**config.mk**
```make
export PLATFORM = sky130hd
export DESIGN_NAME = event_priority_scheduler
export DESIGN_NICKNAME = d
export VERILOG_FILES = /design/src/hw/rtl/eps_pkg.sv /design/src/hw/rtl/event_priority_scheduler.sv
export SDC_FILE = /design/constraint.sdc
export NUM_CORES = 2
export LEC_CHECK = 0
export BUFFER_PORTS_ARGS = -buffer_cell sky130_fd_sc_hd__buf_2
export CAP_MARGIN = 0
export CORE_MARGIN = 4
export CORE_UTILIZATION = 62
export DETAILED_ROUTE_END_ITERATION = 8
export PLACE_DENSITY = 0.83
export SETUP_SLACK_MARGIN = 0.15
export SLEW_MARGIN = 15
export SYNTH_ARGS = -nofsm -noshare
export SYNTH_HDL_FRONTEND = slang
export SYNTH_SLANG_ARGS = --single-unit
```
**constraint.sdc**
```tcl
create_clock -name aclk -period 16.2 [get_ports aclk]
set_input_delay 0.81 -clock aclk [delete_from_list [all_inputs] [get_ports aclk]]
set_output_delay 0.81 -clock aclk [all_outputs]
set_load 0.02 [all_outputs]
```
**src/hw/rtl/eps_pkg.sv**
```systemverilog
// package: types and codes for the event priority scheduler
`default_nettype none
package eps_pkg;

    localparam int CAPACITY_DEF = 16;

    typedef enum logic [1:0] {
        CMD_SCHEDULE  = 2'd0,
        CMD_CANCEL    = 2'd1,
        CMD_RUN_NEXT  = 2'd2,
        CMD_RUN_UNTIL = 2'd3
    } cmd_t;

    typedef enum logic [2:0] {
        KIND_SCHEDULED = 3'd0,
        KIND_REJECTED  = 3'd1,
        KIND_CANCEL    = 3'd2,
        KIND_EXECUTED  = 3'd3,
        KIND_DISCARDED = 3'd4,
        KIND_DONE      = 3'd5
    } kind_t;

    typedef enum logic [2:0] {
        ST_IDLE,
        ST_SCHED,
        ST_SCAN,
        ST_DECIDE
    } state_t;

    typedef struct packed {
        logic [1:0]  cmd;
        logic [31:0] event_time;
        logic [15:0] node;
        logic [31:0] target_id;
        logic [31:0] until_time;
    } in_t;

    typedef struct packed {
        logic [2:0]  kind;
        logic [31:0] out_id;
        logic [31:0] out_time;
        logic [15:0] out_node;
        logic [31:0] now_time;
        logic        last;
    } out_t;

    typedef struct packed {
        logic [31:0] ev_time;
        logic [15:0] node;
        logic [31:0] id;
    } entry_t;

endpackage
`default_nettype wire

```
**src/hw/rtl/event_priority_scheduler.sv**
```systemverilog
// top level: event priority scheduler with slot memory and scanning search
// One command is taken at a time. Schedule walks the valid bits from slot 0 up
// to the first free slot. Cancel, run next and each pop of run until scan
// every slot of the entry memory, one read per cycle through a registered read
// port; run until repeats the scan for every popped entry and then sends the
// closing beat. A new command is accepted once the last beat of the previous
// one is registered.
`default_nettype none
module event_priority_scheduler #(
    parameter int CAPACITY = eps_pkg::CAPACITY_DEF
) (
    input  wire           aclk,
    input  wire           aresetn,
    input  wire           s_valid,
    output logic          s_ready,
    input  eps_pkg::in_t  s_data,
    output logic          m_valid,
    input  wire           m_ready,
    output eps_pkg::out_t m_data
);
    localparam int IW = (CAPACITY > 1) ? $clog2(CAPACITY) : 1;
    localparam int CW = IW + 1;

    eps_pkg::state_t state_reg, state_next;
    eps_pkg::in_t    in_reg, in_next;
    logic [CW-1:0]   cnt_reg, cnt_next;
    logic            pend_reg, pend_next;
    logic [IW-1:0]   pidx_reg, pidx_next;
    logic            found_reg, found_next;
    logic [IW-1:0]   bidx_reg, bidx_next;
    eps_pkg::entry_t best_reg, best_next;
    logic [CAPACITY-1:0] valid_reg, valid_next;
    logic [CAPACITY-1:0] canc_reg, canc_next;
    logic [31:0]     next_id_reg, next_id_next;
    logic [31:0]     now_reg, now_next;
    logic            out_valid_reg, out_valid_next;
    eps_pkg::out_t   out_reg, out_next;

    eps_pkg::entry_t mem [CAPACITY];
    eps_pkg::entry_t rdata_reg;
    logic            we;
    logic [IW-1:0]   waddr;
    eps_pkg::entry_t wdata;
    logic            out_free, load;

    always_ff @(posedge aclk) begin
        if (we) begin
            mem[waddr] <= wdata;
        end
        rdata_reg <= mem[cnt_reg[IW-1:0]];
    end

    assign out_free = !out_valid_reg || m_ready;
    assign s_ready  = (state_reg == eps_pkg::ST_IDLE);
    assign m_valid  = out_valid_reg;
    assign m_data   = out_reg;

    always_comb begin
        state_next   = state_reg;
        in_next      = in_reg;
        cnt_next     = cnt_reg;
        pend_next    = 1'b0;
        pidx_next    = pidx_reg;
        found_next   = found_reg;
        bidx_next    = bidx_reg;
        best_next    = best_reg;
        valid_next   = valid_reg;
        canc_next    = canc_reg;
        next_id_next = next_id_reg;
        now_next     = now_reg;
        out_next     = out_reg;
        load         = 1'b0;
        we           = 1'b0;
        waddr        = cnt_reg[IW-1:0];
        wdata        = '{ev_time: in_reg.event_time, node: in_reg.node, id: next_id_reg};
        unique case (state_reg)
            eps_pkg::ST_IDLE: begin
                if (s_valid) begin
                    in_next    = s_data;
                    cnt_next   = '0;
                    found_next = 1'b0;
                    state_next = (s_data.cmd == eps_pkg::CMD_SCHEDULE) ?
                                 eps_pkg::ST_SCHED : eps_pkg::ST_SCAN;
                end
            end
            eps_pkg::ST_SCHED: begin
                if (!valid_reg[cnt_reg[IW-1:0]]) begin
                    if (out_free) begin
                        we = 1'b1;
                        valid_next[cnt_reg[IW-1:0]] = 1'b1;
                        canc_next[cnt_reg[IW-1:0]]  = 1'b0;
                        next_id_next = next_id_reg + 32'd1;
                        load = 1'b1;
                        out_next = '{kind: eps_pkg::KIND_SCHEDULED, out_id: next_id_reg,
                                     out_time: in_reg.event_time, out_node: in_reg.node,
                                     now_time: now_reg, last: 1'b1};
                        state_next = eps_pkg::ST_IDLE;
                    end
                end else if (cnt_reg[IW-1:0] == IW'(CAPACITY - 1)) begin
                    if (out_free) begin
                        load = 1'b1;
                        out_next = '{kind: eps_pkg::KIND_REJECTED, out_id: '0,
                                     out_time: '0, out_node: '0,
                                     now_time: now_reg, last: 1'b1};
                        state_next = eps_pkg::ST_IDLE;
                    end
                end else begin
                    cnt_next = cnt_reg + CW'(1);
                end
            end
            eps_pkg::ST_SCAN: begin
                if (cnt_reg != CW'(CAPACITY)) begin
                    pend_next = 1'b1;
                    pidx_next = cnt_reg[IW-1:0];
                    cnt_next  = cnt_reg + CW'(1);
                end else if (!pend_reg) begin
                    state_next = eps_pkg::ST_DECIDE;
                end
                if (pend_reg && valid_reg[pidx_reg]) begin
                    if (in_reg.cmd == eps_pkg::CMD_CANCEL) begin
                        if (rdata_reg.id == in_reg.target_id) begin
                            canc_next[pidx_reg] = 1'b1;
                        end
                    end else if (!found_reg || (rdata_reg < best_reg)) begin
                        found_next = 1'b1;
                        bidx_next  = pidx_reg;
                        best_next  = rdata_reg;
                    end
                end
            end
            eps_pkg::ST_DECIDE: begin
                if (out_free) begin
                    load = 1'b1;
                    state_next = eps_pkg::ST_IDLE;
                    if (in_reg.cmd == eps_pkg::CMD_CANCEL) begin
                        out_next = '{kind: eps_pkg::KIND_CANCEL, out_id: in_reg.target_id,
                                     out_time: '0, out_node: '0,
                                     now_time: now_reg, last: 1'b1};
                    end else if (!found_reg || (in_reg.cmd == eps_pkg::CMD_RUN_UNTIL &&
                                 best_reg.ev_time > in_reg.until_time)) begin
                        out_next = '{kind: eps_pkg::KIND_DONE, out_id: '0,
                                     out_time: '0, out_node: '0,
                                     now_time: now_reg, last: 1'b1};
                    end else begin
                        valid_next[bidx_reg] = 1'b0;
                        canc_next[bidx_reg]  = 1'b0;
                        if (!canc_reg[bidx_reg]) begin
                            now_next = best_reg.ev_time;
                        end
                        out_next = '{kind: canc_reg[bidx_reg] ? eps_pkg::KIND_DISCARDED :
                                           eps_pkg::KIND_EXECUTED,
                                     out_id: best_reg.id, out_time: best_reg.ev_time,
                                     out_node: best_reg.node,
                                     now_time: canc_reg[bidx_reg] ? now_reg : best_reg.ev_time,
                                     last: (in_reg.cmd == eps_pkg::CMD_RUN_NEXT)};
                        if (in_reg.cmd == eps_pkg::CMD_RUN_UNTIL) begin
                            state_next = eps_pkg::ST_SCAN;
                            cnt_next   = '0;
                            found_next = 1'b0;
                        end
                    end
                end
            end
            default: state_next = eps_pkg::ST_IDLE;
        endcase
        out_valid_next = load ? 1'b1 : (m_ready ? 1'b0 : out_valid_reg);
    end

    always_ff @(posedge aclk) begin
        if (!aresetn) begin
            state_reg     <= eps_pkg::ST_IDLE;
            cnt_reg       <= '0;
            pend_reg      <= 1'b0;
            found_reg     <= 1'b0;
            valid_reg     <= '0;
            canc_reg      <= '0;
            next_id_reg   <= '0;
            now_reg       <= '0;
            out_valid_reg <= 1'b0;
        end else begin
            state_reg     <= state_next;
            cnt_reg       <= cnt_next;
            pend_reg      <= pend_next;
            found_reg     <= found_next;
            valid_reg     <= valid_next;
            canc_reg      <= canc_next;
            next_id_reg   <= next_id_next;
            now_reg       <= now_next;
            out_valid_reg <= out_valid_next;
        end
        in_reg   <= in_next;
        pidx_reg <= pidx_next;
        bidx_reg <= bidx_next;
        best_reg <= best_next;
        out_reg  <= out_next;
    end

    a_busy_after_accept: assert property (@(posedge aclk) disable iff (!aresetn)
        (s_valid && s_ready) |=> !s_ready)
        else $error("accepted a second command while busy");

    a_id_advance: assert property (@(posedge aclk) disable iff (!aresetn)
        (load && out_next.kind == eps_pkg::KIND_SCHEDULED) |=>
        (next_id_reg == $past(next_id_reg) + 32'd1))
        else $error("id counter did not advance on schedule");

    a_reject_full: assert property (@(posedge aclk) disable iff (!aresetn)
        (load && out_next.kind == eps_pkg::KIND_REJECTED) |-> (&valid_reg))
        else $error("schedule rejected with a free slot");

    a_exec_now: assert property (@(posedge aclk) disable iff (!aresetn)
        (out_valid_reg && out_reg.kind == eps_pkg::KIND_EXECUTED) |->
        (out_reg.now_time == out_reg.out_time))
        else $error("executed beat with wrong current time");

endmodule
`default_nettype wire

```
== Yosys cells after proc, flatten, opt, wreduce, memory -nomap -nowiden ==
Memory sizes are Yosys's and may differ from the RTL's. A register that Yosys moved wholly into a read port is not among the register bits.
Cells that the tools add are included.

* Add/sub/neg operators: 2
* $lt $le $gt $ge: 8
* Equality and inequality tests: 29
* Muxes and demuxes: 78
* Bitwise logic cells: 10
* Reductions and logical operators: 29

{| class="wikitable"
|+ Operators by type and width
! cell !! count
|-
| $mux W116 || 7
|-
| $pmux W116 S2 || 1
|-
| $mux W16 || 13
|-
| $lt A80 B80 Y1 || 1
|-
| $and A16 B16 Y16 || 3
|-
| $pmux W16 S3 || 1
|-
| $mux W5 || 8
|-
| $ne A2 B2 Y1 const B || 17
|-
| $add A32 B1 Y32 const B || 1
|-
| $eq A32 B32 Y1 || 1
|-
| $gt A32 B32 Y1 || 1
|-
| $mux W32 || 1
|-
| $not A16 Y16 || 2
|-
| $or A16 B16 Y16 || 2
|-
| $pmux W16 S2 || 1
|-
| $reduce_and A9 Y1 || 3
|-
| $mux W1 || 24
|-
| $mux W3 || 8
|-
| $pmux W5 S4 || 1
|-
| $lt A4 B5 Y1 const B || 3
|-
| $bmux W1 S4 || 3
|-
| $demux W1 S4 || 3
|-
| $ge A4 B1 Y1 const B || 3
|-
| $pmux W3 S4 || 1
|-
| other kinds (25) || 47
|}

* Register bits: 425
* RAM bits: 1,280
* Bits of input ports: 118
* Output and inout bits: 118
* Memories: 1

{| class="wikitable"
|+ Memory list
! memory !! words !! width !! read ports !! clocked after memory_dff !! wr ports !! RTL line !! RTL
|-
| mem || 16 || 80 || 1 || 1 || 1 || event_priority_scheduler.sv:39 || <nowiki>eps_pkg::entry_t mem [CAPACITY];</nowiki>
|}

== Logic depth before layout (Yosys ltp) ==
* Depth after elaboration: 10
* Gate-level depth with buffers: 13
* Depth with buffers taken out: 10

== Least setup slack after synthesis ==
OpenSTA, ideal clock, no wires.

* Path kind: register to register
* Start: register cnt_reg[1]
* End: register out_reg (netlist bit m_data[0]), enable pin
* Arrival: 10.796 ns
* Slack: 4.605 ns
* Stages on the path, launching flop included: 6
* Cell sequence: dfxtp_1 > buf_2 > mux4_2 > mux2i_1 > mux2i_1 > a311oi_1

* Cells in the longest elaborated chain, start to end: 4

{| class="wikitable"
|+ RTL lines
! what !! RTL line !! RTL
|-
| start: declaration || event_priority_scheduler.sv:26 || <nowiki>logic [CW-1:0] cnt_reg, cnt_next;</nowiki>
|-
| start signal: assignment || event_priority_scheduler.sv:182 || <nowiki>cnt_reg <= cnt_next;</nowiki>
|-
| $bmux W1 S4 || event_priority_scheduler.sv:87 || <nowiki>if (!valid_reg[cnt_reg[IW-1:0]]) begin</nowiki>
|-
| $mux W1 (not written as such) || event_priority_scheduler.sv:87 ||
|-
| $ne A3 B3 Y1 (no source line) || - ||
|-
| $reduce_and A5 Y1 (no source line) * || - ||
|-
| end signal: assignment || event_priority_scheduler.sv:195 || <nowiki>out_reg <= out_next;</nowiki>
|-
| end: declaration || event_priority_scheduler.sv:37 || <nowiki>eps_pkg::out_t out_reg, out_next;</nowiki>
|}

Mark *: on every way between the ends. The rest lies on a longest branch, timed or not. The select of a mux whose other input is x is not followed.
A chain may end at the register's enable or synchronous reset.

== Worst setup path after layout ==
* Start: register cnt_reg[1]
* End: memory mem[4][16] in the netlist's numbering, enable pin

* Cells in the longest elaborated chain, start to end: 6

{| class="wikitable"
|+ RTL lines
! what !! RTL line !! RTL
|-
| $bmux W1 S4 || event_priority_scheduler.sv:87 ||
|-
| $mux W1 (not written as such) || event_priority_scheduler.sv:87 ||
|-
| $mux W1 || event_priority_scheduler.sv:87 ||
|-
| $mux W1 || event_priority_scheduler.sv:76 || <nowiki>unique case (state_reg)</nowiki>
|-
| $mux W1 || event_priority_scheduler.sv:47 || <nowiki>if (we) begin</nowiki>
|-
| $mux W1 (not written as such) || event_priority_scheduler.sv:48 || <nowiki>mem[waddr] <= wdata;</nowiki>
|-
| end: declaration || event_priority_scheduler.sv:39 ||
|}

Several ways; a longest one is shown, not always the timed one. The select of a mux whose other input is x is not followed.

==> summary.txt <==
STA
  – Setup violators final: 0
  – TNS Setup: 0 ns
  – Fin crit share: 0.324
  – Unrepaired setup endpoints after global routing: false
  – Max_slew headroom: 0.139
  – Final slew viol count: 0
  – Final Critical Period: 5.25 ns
  – Worst slew pin tran: 1.29 ns
  – Final Hold Vio Count: 0
  – Highest Clock Rate: 190 MHz
  – Clk_skew: 0.0402 ns

Worst setup path
  – Cells along the critical path: mux4_2 > mux2i_1 > a22o_1 > nand2_1 > nor2_4 > buf_4 > buf_4
  – Most used cell, CP: buf_4
  – Critical Path Stages: 7
  – Critical path launch point type: flop
  – Critical Path AT: 5.65 ns
  – Maximum fanout along the worst path: 66
  – Cell family with most CP delay: buffers and inverters
  – Crit. End Element: flop
  – Worst path required time: 16.60 ns
  – Critical path class: flop to flop
  – Crit-path slowest cell: dfxtp_4
  – CP Buf/Inv Count: 2
  – Reg2reg path depth: 7
  – CP peak stage delay: 1.03 ns

Global route
  – Total GRT Usage: 0.317
  – GR Overflow Total: 0
  – First-pass GRT wire length: 266000 µm
  – Largest net degree at the start of global routing: 117
  – Vias in the first global route: 38.1k
  – Antenna violations before repair: 8

Synth
  – Adder-Cell Fraction of Synth Area: 0.0218
  – Post-synthesis compound-gate area fraction: 0.0311
  – Seq/Total Area, Yosys: 0.752
  – Syn Std Cell Area: 0.0687 mm²
  – Synthesized Nets: 3616
  – XOR/XNOR Fraction of Synth Area: 0.00726
  – Mapped Avg Cell Area: 20.3 µm²
  – Top cell type by total area after synthesis: edfxtp_1
  – EDFF count, synth: 1598
  – Yosys reg bits: 1784
  – Syn Inst Count: 3378
  – Simple-Gate Fraction of Synth Area: 0.0240
  – Ys async rst share: 0
  – Synth top area cells: edfxtp_1 (70%), mux4_2 (14%), dfxtp_1 (5.4%), ha_1 (2.2%), inv_1 (0.87%)
  – Ys Warns: 0
  – Mux share of post-synthesis cell area: 0.146
  – Largest family of logic cells by synthesized area: multiplexers
  – Yosys cell types: 67
  – Most used DFF post-synth: edfxtp_1
  – Top-area cell type share of the netlist area: 0.698

Pwr
  – Clk network pwr share: 0.352
  – Flop pwr share: 0.500
  – Leakage power: 0.0257 µW
  – VDD IR max: 115 µV
  – Power per cell area: 149 mW/mm²
  – Sw frac: 0.262
  – Cell-internal power: 8530 µW
  – Overall power: 11600 µW
  – Combinational power share: 0.147
  – NetSw: 3030 µW

Die
  – Full die area: 0.116 mm²
  – Total I/O pin count: 236
  – Horiz. Die Dim: 341 µm
  – # rows: 121
  – Initial core utilization: 0.628
  – Core area: 0.109 mm²
  – Die extent in y: 341 µm

Final layout
  – Multi-input logic area: 0.0160 mm²
  – Commonest non-fill, non-tap cell in the layout: edfxtp_1
  – Max reg flops: 1280
  – Fillcell total: 5976
  – Final-stage net count: 3929
  – Layout area overhead: 12.7%
  – Storage cell area: 0.0517 mm²
  – Share of cells above drive strength 1: 0.270
  – Most frequent cells in the layout: edfxtp_1 (1598), mux4_2 (413), buf_2 (235)

CTS
  – TritonCTS clock tree: done
  – CTS buffer count: 171
  – Clk slew on worst S/H paths: 0.06 ns
  – Hold_buf cts: 0
  – Setup repair bufs after CTS: 0
  – Clk Latency, worst-skew pair: 0.79 ns
  – Clk root buf: clkbuf_16
  – Clk sinks: 1784
  – CTS resizes: 0
  – H-tree Lvls: 4
  – Max clock buf depth: 3

Drt
  – Initial DRC count: 5945
  – Via count: 36.9k
  – Routed Antenna Nets: 0
  – Wirelength per Cell: 34.1 µm
  – DRT Pass-1 Iters: 9
  – DR vias/cell: 6.94
  – Total Wirelength: 182000 µm
  – DRC viols: 0

Status
  – Status: finished clean

Place
  – PortBufs: 235
  – Gpl congestion: 0.915
  – Dpl hpwl: 96900 µm

Hold path
  – Hold crit path type: primary input to flop
  – Hold Path Stages: 1

Job
  – Max cap viols: 0
-- per-stage QoR --
| step | hold WS [ns] | utilization | instance area (µm²) | instances | worst slack (ns) |
|---|---|---|---|---|---|
| after CTS | 0.159 | 0.708 | 77500 | 5315 | 11.02 |
| after global routing | 0.177 | 0.708 | 77500 | 5315 | 10.78 |
| final | 0.204 | 0.708 | 77500 | 5318 | 10.95 |
| after detailed placement | 0.424 | 0.656 | 71800 | 4994 | 11.14 |
| after floorplan | 0.412 | - | 68700 | 3378 | 4.61 |
| after global placement | 0.418 | 0.656 | 71800 | 4994 | 11.24 |
-- metal layers --
metal  up-vias  share of wire  GRT usage
li1      14500              -          -
met1     18700           0.34      0.423
met2      3185           0.50      0.516
met3       573           0.12     0.0643
met4         6          0.048      0.140
met5         -        0.00023          0
-- cell families after synthesis --
family	after synthesis
muxes	483
xor gates and xnor gates	57
and+or+nand+nor	337
AOI/OAI and AO/OA	286
buffers and inverters	311
DFF	1784
adders and majority gates	120
-- final timing paths --
path	from	end	slack [ns]
max	cnt_reg[1]	mem[4][16]	10.95
min reg2reg	rdata_reg[61]	best_reg[61]	0.43
max reg2reg	cnt_reg[1]	mem[4][16]	10.95
min	s_data[5]	in_reg[5]	0.20
-- Yosys cell counts, drive strengths merged, types with 12 or more instances --
master / number
a21o: 33
a21oi: 54
a222oi: 31
a22o: 49
buf: 36
clkbuf: 115
dfxtp: 186
edfxtp: 1598
ha: 120
inv: 159
mux2: 33
mux2i: 37
mux4: 413
nand2: 68
nand3: 28
nand4: 34
nor2: 117
nor3: 14
o21ai: 40
o221a: 12
o311ai: 15
or3: 12
xnor2: 42
xor2: 15
-- layout make-up --
| type | count | share of cell area |
|---|---|---|
| timing repair buffer | 291 | 0.0208 |
| antenna | 3 | 0.0000969 |
| sequential | 1784 | 0.668 |
| multi-input combinational | 1283 | 0.206 |
| clock buffer | 242 | 0.0624 |
| clock inverter | 79 | 0.0109 |
| inverter | 160 | 0.00775 |
| tap | 1476 | 0.0238 |
-- power groups by stage --
| stage | Sequential, µW | Combinational [µW] | Clock, µW |
|---|---|---|---|
| after floorplan | 5820 | 1080 | 0 |
| after global placement | 5840 | 1600 | 0 |
| after detailed placement | 5850 | 1650 | 0 |
| after CTS | 5780 | 1700 | 4100 |
| after global routing | 5810 | 1800 | 4310 |
| final | 5780 | 1700 | 4070 |
Note: power is estimated with default switching activity, not from simulation.
